===== config.mk =====
export PLATFORM = sky130hd
export DESIGN_NAME = http_chunked_body_decoder
export DESIGN_NICKNAME = d
export VERILOG_FILES = /design/src/rtl/chb_pkg.sv /design/src/rtl/chb_in_reg.sv /design/src/rtl/chb_core.sv /design/src/rtl/http_chunked_body_decoder.sv
export SDC_FILE = /design/constraint.sdc
export NUM_CORES = 1
export LEC_CHECK = 0
export ABC_AREA = 1
export BUFFER_PORTS_ARGS = -buffer_cell sky130_fd_sc_hd__buf_2
export CORE_UTILIZATION = 48
export CTS_CLUSTER_DIAMETER = 120
export DETAILED_ROUTE_END_ITERATION = 6
export HOLD_SLACK_MARGIN = 0.12
export PLACE_DENSITY = 0.76
export RECOVER_POWER = 25
export SLEW_MARGIN = 10
export SYNTH_ARGS = -nofsm -noshare
export SYNTH_HDL_FRONTEND = slang
export SYNTH_SLANG_ARGS = --single-unit
export TNS_END_PERCENT = 30

===== constraint.sdc =====
create_clock -name clk -period 8.9 [get_ports clk]
set_clock_uncertainty 0.2 [all_clocks]
set_input_delay 0.89 -clock clk [delete_from_list [all_inputs] [get_ports clk]]
set_output_delay 0.89 -clock clk [all_outputs]
set_load 0.01 [all_outputs]

===== src/rtl/chb_pkg.sv =====
`default_nettype none
// ----------------------------------------------------------------------------
// chb_pkg
// Types, codes and helpers shared by the chunked body decoder modules.
// ----------------------------------------------------------------------------
package chb_pkg;

    localparam int SIZE_BITS      = 63;
    localparam int LINE_CNT_BITS  = 17;
    localparam logic [15:0] MAX_LINE_LEN_RESET = 16'd16384;

    localparam logic [7:0] CH_LF    = 8'h0A;
    localparam logic [7:0] CH_CR    = 8'h0D;
    localparam logic [7:0] CH_SEMI  = 8'h3B;
    localparam logic [7:0] CH_SPACE = 8'h20;

    typedef enum logic [2:0] {
        PH_SIZE    = 3'd0,
        PH_DATA    = 3'd1,
        PH_TERM    = 3'd2,
        PH_TRAILER = 3'd3,
        PH_DONE    = 3'd4
    } phase_t;

    typedef enum logic [1:0] {
        PART_DIGITS = 2'd0,
        PART_SPACES = 2'd1,
        PART_EXT    = 2'd2
    } part_t;

    typedef enum logic [2:0] {
        ERR_NONE     = 3'd0,
        ERR_BAD_SIZE = 3'd1,
        ERR_NO_CRLF  = 3'd2,
        ERR_EMPTY    = 3'd3,
        ERR_TOO_LONG = 3'd4,
        ERR_OVERFLOW = 3'd5
    } err_t;

    typedef struct packed {
        logic [7:0] in_byte;
        logic       buffer_end;
    } item_t;

    typedef struct packed {
        logic [SIZE_BITS-1:0]     size_accum;
        part_t                    part;
        logic [LINE_CNT_BITS-1:0] count;
        logic                     digit_seen;
        logic                     bad_seen;
        logic                     cr_pending;
    } line_st_t;

    typedef struct packed {
        line_st_t line;
        err_t     err;
    } ctx_t;

    localparam logic [LINE_CNT_BITS-1:0] LINE_CNT_MAX = {LINE_CNT_BITS{1'b1}};

    // {is_hex, value}
    function automatic logic [4:0] hex_value(input logic [7:0] c);
        logic [4:0] r;
        r = 5'd0;
        if (c >= 8'h30 && c <= 8'h39)
            r = {1'b1, 4'(c - 8'h30)};
        else if (c >= 8'h61 && c <= 8'h66)
            r = {1'b1, 4'(c - 8'h57)};
        else if (c >= 8'h41 && c <= 8'h46)
            r = {1'b1, 4'(c - 8'h37)};
        return r;
    endfunction

    function automatic ctx_t add_content(input ctx_t x, input phase_t ph,
                                         input logic [7:0] c, input logic [15:0] maxl);
        ctx_t       r;
        logic [4:0] hv;
        r  = x;
        hv = hex_value(c);
        if (r.line.count != LINE_CNT_MAX)
            r.line.count = r.line.count + 1'b1;
        if (r.line.count > {1'b0, maxl}) begin
            r.err = ERR_TOO_LONG;
        end else if (ph == PH_SIZE) begin
            case (r.line.part)
                PART_DIGITS:
                begin
                    if (hv[4]) begin
                        if (!r.line.bad_seen) begin
                            if (r.line.size_accum[SIZE_BITS-1 -: 4] != 4'd0) begin
                                r.err = ERR_OVERFLOW;
                            end else begin
                                r.line.size_accum = {r.line.size_accum[SIZE_BITS-5:0],
                                                     hv[3:0]};
                                r.line.digit_seen = 1'b1;
                            end
                        end
                    end else if (c == CH_SPACE) begin
                        if (r.line.digit_seen)
                            r.line.part = PART_SPACES;
                        else
                            r.line.bad_seen = 1'b1;
                    end else if (c == CH_SEMI) begin
                        r.line.part = PART_EXT;
                    end else begin
                        r.line.bad_seen = 1'b1;
                    end
                end
                PART_SPACES:
                begin
                    if (c == CH_SEMI)
                        r.line.part = PART_EXT;
                    else if (c != CH_SPACE)
                        r.line.bad_seen = 1'b1;
                end
                default:
                begin
                end
            endcase
        end
        return r;
    endfunction

endpackage
`default_nettype wire


===== src/rtl/chb_in_reg.sv =====
`default_nettype none
// ----------------------------------------------------------------------------
// chb_in_reg
// Input register: captures one byte transfer and holds it until the
// decode stage takes it.
// ----------------------------------------------------------------------------
module chb_in_reg (
    input  wire logic          clk,
    input  wire logic          rst_n,
    input  wire logic          in_valid,
    output logic               in_stall,
    input  wire logic [7:0]    in_byte,
    input  wire logic          buffer_end,
    output logic               item_valid,
    output chb_pkg::item_t     item,
    input  wire logic          item_take
);
    import chb_pkg::*;

    logic  valid_reg;
    item_t item_reg;

    assign in_stall   = valid_reg && !item_take;
    assign item_valid = valid_reg;
    assign item       = item_reg;

    always_ff @(posedge clk or negedge rst_n)
    begin
        if (!rst_n)
            valid_reg <= 1'b0;
        else if (!in_stall)
            valid_reg <= in_valid;
    end

    always_ff @(posedge clk)
    begin
        if (in_valid && !in_stall)
        begin
            item_reg.in_byte    <= in_byte;
            item_reg.buffer_end <= buffer_end;
        end
    end

endmodule
`default_nettype wire


===== src/rtl/chb_core.sv =====
`default_nettype none
// ----------------------------------------------------------------------------
// chb_core
// Decoder state, one-byte decode step and result register.
// ----------------------------------------------------------------------------
module chb_core (
    input  wire logic          clk,
    input  wire logic          rst_n,
    input  wire logic          cfg_we,
    input  wire logic [15:0]   cfg_wdata,
    input  wire logic          item_valid,
    input  wire chb_pkg::item_t item,
    output logic               item_take,
    output logic               out_valid,
    input  wire logic          out_stall,
    output logic [7:0]         data_byte,
    output logic               data_valid,
    output logic               body_done,
    output logic [2:0]         error_code,
    output logic [15:0]        block_data_count,
    output logic [31:0]        extra_byte_count
);
    import chb_pkg::*;

    logic [15:0]          max_len_reg;
    phase_t               phase_reg, phase_next;
    logic [SIZE_BITS-1:0] left_reg, left_next;
    ctx_t                 ctx_reg, ctx_next;
    logic [15:0]          blk_reg, blk_next, blk_out;
    logic [31:0]          extra_reg, extra_next;
    logic                 dv_next;

    logic                 out_valid_reg;
    logic [7:0]           data_byte_reg;
    logic                 data_valid_reg;
    logic                 body_done_reg;
    logic [2:0]           error_code_reg;
    logic [15:0]          blk_out_reg;
    logic [31:0]          extra_out_reg;

    logic                 advance;

    assign advance   = !out_valid_reg || !out_stall;
    assign item_take = item_valid && advance;

    always_comb
    begin
        ctx_t                 c;
        logic [SIZE_BITS-1:0] left;
        c          = ctx_reg;
        left       = left_reg;
        phase_next = phase_reg;
        blk_out    = blk_reg;
        extra_next = extra_reg;
        dv_next    = 1'b0;
        if (ctx_reg.err == ERR_NONE)
        begin
            if (phase_reg == PH_DATA)
            begin
                dv_next = 1'b1;
                if (blk_reg != 16'hFFFF)
                    blk_out = blk_reg + 16'd1;
                if (left != '0)
                    left = left - 1'b1;
                if (left == '0)
                    phase_next = PH_TERM;
            end
            else if (phase_reg == PH_DONE)
            begin
                if (extra_reg != 32'hFFFF_FFFF)
                    extra_next = extra_reg + 32'd1;
            end
            else if (item.in_byte == CH_LF)
            begin
                case (phase_reg)
                    PH_SIZE:
                    begin
                        if (c.line.count == '0)
                            c.err = ERR_EMPTY;
                        else if (c.line.bad_seen || !c.line.digit_seen)
                            c.err = ERR_BAD_SIZE;
                        else if (c.line.size_accum == '0)
                            phase_next = PH_TRAILER;
                        else
                        begin
                            left       = c.line.size_accum;
                            phase_next = PH_DATA;
                        end
                    end
                    PH_TERM:
                    begin
                        if (c.line.count != '0)
                            c.err = ERR_NO_CRLF;
                        else
                            phase_next = PH_SIZE;
                    end
                    PH_TRAILER:
                    begin
                        if (c.line.count == '0)
                            phase_next = PH_DONE;
                    end
                    default:
                    begin
                    end
                endcase
                c.line = '{size_accum: '0, part: PART_DIGITS, count: '0,
                           digit_seen: 1'b0, bad_seen: 1'b0, cr_pending: 1'b0};
            end
            else
            begin
                if (c.line.cr_pending)
                begin
                    c.line.cr_pending = 1'b0;
                    c = add_content(c, phase_reg, CH_CR, max_len_reg);
                end
                if (c.err == ERR_NONE)
                begin
                    if (item.in_byte == CH_CR)
                        c.line.cr_pending = 1'b1;
                    else
                        c = add_content(c, phase_reg, item.in_byte, max_len_reg);
                end
            end
        end
        ctx_next  = c;
        left_next = left;
        blk_next  = item.buffer_end ? 16'd0 : blk_out;
    end

    always_ff @(posedge clk or negedge rst_n)
    begin
        if (!rst_n)
        begin
            max_len_reg <= MAX_LINE_LEN_RESET;
            phase_reg   <= PH_SIZE;
            left_reg    <= '0;
            ctx_reg     <= '{line: '{size_accum: '0, part: PART_DIGITS, count: '0,
                                     digit_seen: 1'b0, bad_seen: 1'b0,
                                     cr_pending: 1'b0},
                             err: ERR_NONE};
            blk_reg     <= '0;
            extra_reg   <= '0;
        end
        else
        begin
            if (cfg_we)
                max_len_reg <= cfg_wdata;
            if (item_take)
            begin
                phase_reg <= phase_next;
                left_reg  <= left_next;
                ctx_reg   <= ctx_next;
                blk_reg   <= blk_next;
                extra_reg <= extra_next;
            end
        end
    end

    always_ff @(posedge clk or negedge rst_n)
    begin
        if (!rst_n)
            out_valid_reg <= 1'b0;
        else if (advance)
            out_valid_reg <= item_valid;
    end

    always_ff @(posedge clk)
    begin
        if (item_take)
        begin
            data_byte_reg  <= dv_next ? item.in_byte : 8'd0;
            data_valid_reg <= dv_next;
            body_done_reg  <= (phase_next == PH_DONE);
            error_code_reg <= ctx_next.err;
            blk_out_reg    <= blk_out;
            extra_out_reg  <= extra_next;
        end
    end

    assign out_valid        = out_valid_reg;
    assign data_byte        = data_byte_reg;
    assign data_valid       = data_valid_reg;
    assign body_done        = body_done_reg;
    assign error_code       = error_code_reg;
    assign block_data_count = blk_out_reg;
    assign extra_byte_count = extra_out_reg;

endmodule
`default_nettype wire


===== src/rtl/http_chunked_body_decoder.sv =====
`default_nettype none
// ----------------------------------------------------------------------------
// http_chunked_body_decoder
// Chunked HTTP body decoder, one byte per transfer.
//
// Input channel in_valid/in_stall carries in_byte and buffer_end. Output
// channel out_valid/out_stall carries one result per input byte: the
// payload byte with data_valid, body_done, sticky error_code and the
// block and post-body counters.
// A byte taken at the input sits in the input register; the combinational
// decode step between the two registers computes its result, which is loaded
// into the output register once that register is free or being taken, and
// out_valid rises. One byte per cycle is sustained while out_stall is low.
// When the receiver stalls, the output register holds its result and the
// input register takes one more byte; in_stall then rises until the
// output is taken.
// Reset clears both registers' valid flags and decoder state; the line length
// limit returns to 16384. Users write it by cfg_we only while idle; unchecked.
// ----------------------------------------------------------------------------
module http_chunked_body_decoder (
    input  wire logic        clk,
    input  wire logic        rst_n,
    input  wire logic        cfg_we,
    input  wire logic [15:0] cfg_wdata,
    input  wire logic        in_valid,
    output logic             in_stall,
    input  wire logic [7:0]  in_byte,
    input  wire logic        buffer_end,
    output logic             out_valid,
    input  wire logic        out_stall,
    output logic [7:0]       data_byte,
    output logic             data_valid,
    output logic             body_done,
    output logic [2:0]       error_code,
    output logic [15:0]      block_data_count,
    output logic [31:0]      extra_byte_count
);
    import chb_pkg::*;

    logic  item_valid;
    item_t item;
    logic  item_take;

    chb_in_reg u_in (
        .clk        (clk),
        .rst_n      (rst_n),
        .in_valid   (in_valid),
        .in_stall   (in_stall),
        .in_byte    (in_byte),
        .buffer_end (buffer_end),
        .item_valid (item_valid),
        .item       (item),
        .item_take  (item_take)
    );

    chb_core u_core (
        .clk              (clk),
        .rst_n            (rst_n),
        .cfg_we           (cfg_we),
        .cfg_wdata        (cfg_wdata),
        .item_valid       (item_valid),
        .item             (item),
        .item_take        (item_take),
        .out_valid        (out_valid),
        .out_stall        (out_stall),
        .data_byte        (data_byte),
        .data_valid       (data_valid),
        .body_done        (body_done),
        .error_code       (error_code),
        .block_data_count (block_data_count),
        .extra_byte_count (extra_byte_count)
    );

    a_data_no_err: assert property (@(posedge clk) disable iff (!rst_n)
        out_valid && data_valid |-> error_code == ERR_NONE)
        else $error("payload transfer with error set");

    a_done_no_data: assert property (@(posedge clk) disable iff (!rst_n)
        out_valid |-> !(body_done && data_valid))
        else $error("payload after body end");

    a_stall_cause: assert property (@(posedge clk) disable iff (!rst_n)
        in_stall |-> out_valid && out_stall)
        else $error("input stalled with output free");

    a_err_sticky: assert property (@(posedge clk) disable iff (!rst_n)
        out_valid && !out_stall && error_code != ERR_NONE
        |=> !out_valid || error_code == $past(error_code))
        else $error("error code changed");

endmodule
`default_nettype wire

==> impl_metrics.csv <==
group,metric,value,unit
status,status,"finished, violations left",
status,violations,"capacitance limit, slew limit",
drt,drt-total-wl,49800,um
timing,hold_viol_final,0,
yosys,synthSimpleGateAreaFrac,27.7,%
finish,nets,2443,
drt,firstDrtPassIters,7,
setup_path,critPathCaptureType,"register",
yosys,synth_top_family_by_area,"simple AND/OR/NAND/NOR gates",
pwr,vdd_ir_drop_max,0.134,mV
yosys,synthAdderAreaFrac,3.05,%
timing,layout_min_cycle_time,5900,ps
setup_path,cp.arrival,6080,ps
setup_path,r2r.worst_path.cells,29,
yosys,ys_ff_latch,290,
floorplanning,initial_core_util,49.2,%
hold_path,hold_depth,2,
cts,cts_buffers,34,
pwr,pwr_density_cell,157,nW/um2
cts,post_cts_buffers,0,
timing,tightest_slew,4320,ps
cts,cts_tree,"done",
yosys,syn-num-nets,2378,
timing,drv_slew,210,
cts,cts.path.max_buffers,3,
drt,antenna_left,0,
setup_path,cpMaxStageDelayCell,"dfrtp_1",
drt,drc,0,
yosys,async_flop_share,75.9,%
yosys,synthXorXnorAreaFrac,5.86,%
finish,diodes,0,
cts,htreeDepth,2,
finish,finalNonFillerCells,2857,
grt,antenna_found_initial,0,
cts,cts-hold-fix-buffers,0,
setup_path,r2r_slack,3000,ps
placement,io_buffers,92,
cts,cts-root-buf,"clkbuf_16",
flow_run,drv_cap,3,
hold_path,worstHoldEndpoint,"u_core.out_valid$_DFFE_PN0N_",
yosys,synth-seq-area-share,43.1,%
finish,largest_reg_flops,88,
drt,wl_per_cell,17.4,um
yosys,avgSynthCellArea,7.65,um2
finish,syn2layout_area_growth,10.6,%
grt,grt_usage,26.8,%
grt,grt_max_degree,79,
floorplanning,die_area,37500,um2
yosys,yosysUniqueCellTypes,51,
cts,cts.reportedPaths.clkPinSlew,60,ps
setup_path,crit_top_cell,"nand2_1",
floorplanning,fp.dieW,194,um
cts,insertion_delay,540,ps
floorplanning,rows,69,
floorplanning,ios,93,
setup_path,r2r_start,"u_core.ctx_reg[6]$_DFFE_PN0P_",
timing,setup_tns,0,ps
yosys,synth_compound_area_share,13.0,%
yosys,synth_mux_area_share,0.0639,%
cts,post_cts_resized,0,
grt,grt-ovfl-total,0,
hold_path,hold_path.startpoint,"u_in.item_valid$_DFFE_PN0N_",
yosys,ys_warn_count,0,
drt,vias,15897,
timing,rsz0062_at_grt,"no",
floorplanning,die_h,194,um
drt,viasPerCell,5.56,
grt,grt_pass1_vias,15421,
drt,drt_iter0_drc,1315,
finish,fillCellCount,3355,
setup_path,critPathMaxFanout,63,
pwr,p_leak,8.68,nW
timing,finalSetupViolations,0,
setup_path,crit_type,"reg2reg",
timing,max_freq,170,MHz
cts,cts.sinks,290,
timing,period_share,66.3,%
timing,maxSlewHeadroom,-188,%
floorplanning,core_area,35800,um2
placement,placed_cells,2795,
setup_path,r2r_end,"u_core.ctx_reg[72]$_DFFE_PN0P_",
placement,dp_hpwl,36700,um
placement,gp_congestion,1.01,
setup_path,required,9090,ps
setup_path,cp_slowest_stage_delay,420,ps
yosys,synth_edf_count,70,
hold_path,hold_path.class,"reg2reg",
setup_path,startpoint_type,"register",
yosys,synthFlopType,"dfrtp_1",
yosys,syn_inst,2305,
finish,drive_gt1_share,10.4,%
yosys,synthesis.area,17600,um2
grt,grt_pass1_wl,81300,um
cell families after synthesis:
| family | Yosys count |
|---|---|
| and+or+nand+nor | 1150 |
| AOI/OAI and AO/OA | 411 |
| buffers and inverters | 292 |
| DFF | 290 |
| xor gates and xnor gates | 118 |
| adders and majority gates | 43 |
| muxes | 1 |
final cells by class:
type,instances,area [um2],share of cell area (%)
Clock buffer,45,912,4.67
Timing Repair Buffer,106,557,2.85
Clock inverter,17,260,1.33
Inverter,215,807,4.14
Sequential cell,290,7610,39.0
Tap cell,461,577,2.96
Multi-Input combinational cell,1723,8790,45.0
how the worst max path moves through the flow:
stage,slack [ps],cells after the start,startpoint,end
after floorplan,4120,33,u_core.ctx_reg[6]$_DFFE_PN0P_,u_core.ctx_reg[54]$_DFFE_PN0P_
after global placement,3240,29,u_core.ctx_reg[6]$_DFFE_PN0P_,u_core.ctx_reg[71]$_DFFE_PN0P_
after detailed placement,3150,29,u_core.ctx_reg[6]$_DFFE_PN0P_,u_core.ctx_reg[72]$_DFFE_PN0P_
after CTS,3090,29,u_core.ctx_reg[6]$_DFFE_PN0P_,u_core.ctx_reg[72]$_DFFE_PN0P_
after global routing,2380,2,rst_n,u_core.extra_reg[14]$_DFFE_PN0P_
final,3000,29,u_core.ctx_reg[6]$_DFFE_PN0P_,u_core.ctx_reg[72]$_DFFE_PN0P_
metrics by stage:
stage                     util, %  cell area, um2  setup WS [ps]  power, mW  hold WS, ps
after CTS                    54.5           19500           3090       3.10          156
final                        54.5           19500           3000       3.07          280
after global placement       51.3           18400           3240       1.62          279
after detailed placement     51.3           18400           3150       1.63          306
after global routing         54.5           19500           2380       3.17          312
after floorplan                 -           17600           4120       1.55          244
layer usage:
layer	part of all wire (%)	track usage, %
met4	2.6	8.74
met1	44	35.3
met3	5.5	3.51
met5	0	0
met2	48	45.6
synthesized netlist by cell type (30+ instances only):
cell	count	area share (%)
a21oi_1	97	2.8
clkbuf_1	43	0.92
dfrtp_1	219	31
edfxtp_1	70	12
ha_1	43	3.1
inv_1	201	4.3
nand2_1	603	13
nand2_2	30	1.1
nand3_1	92	2.6
nand4_1	37	1.3
nor2_1	281	6.0
nor3_1	47	1.3
o21ai_0	159	4.5
o21ai_1	60	1.7
xor2_1	110	5.5
where the power goes:
group          internal [mW]  switching (mW)
sequential              1.41          0.0201
clock                  0.878           0.587
combinational         0.0496           0.120
worst max-delay path, delay by kind of cell, from the launching register on:
kind	cells	cell delay [ps]
AOI/OAI and AO/OA	5	920
adders and majority gates	3	750
buffers and inverters	2	470
xor gates and xnor gates	1	260
DFF	1	420
and+or+nand+nor	18	2640
cell usage in the layout, fill, tap and decap left out, drive strengths merged, types with 24 or more instances in the layout:
cell type / n
nor4: 25
nor3: 50
clkbuf: 49
o21ai: 244
nand3: 99
o22ai: 24
inv: 213
ha: 43
a21oi: 97
nand2: 633
dfrtp: 219
buf: 102
nand4: 38
nor2: 293
xor2: 110
edfxtp: 70
No activity file was read; power rests on OpenSTA's default activity.
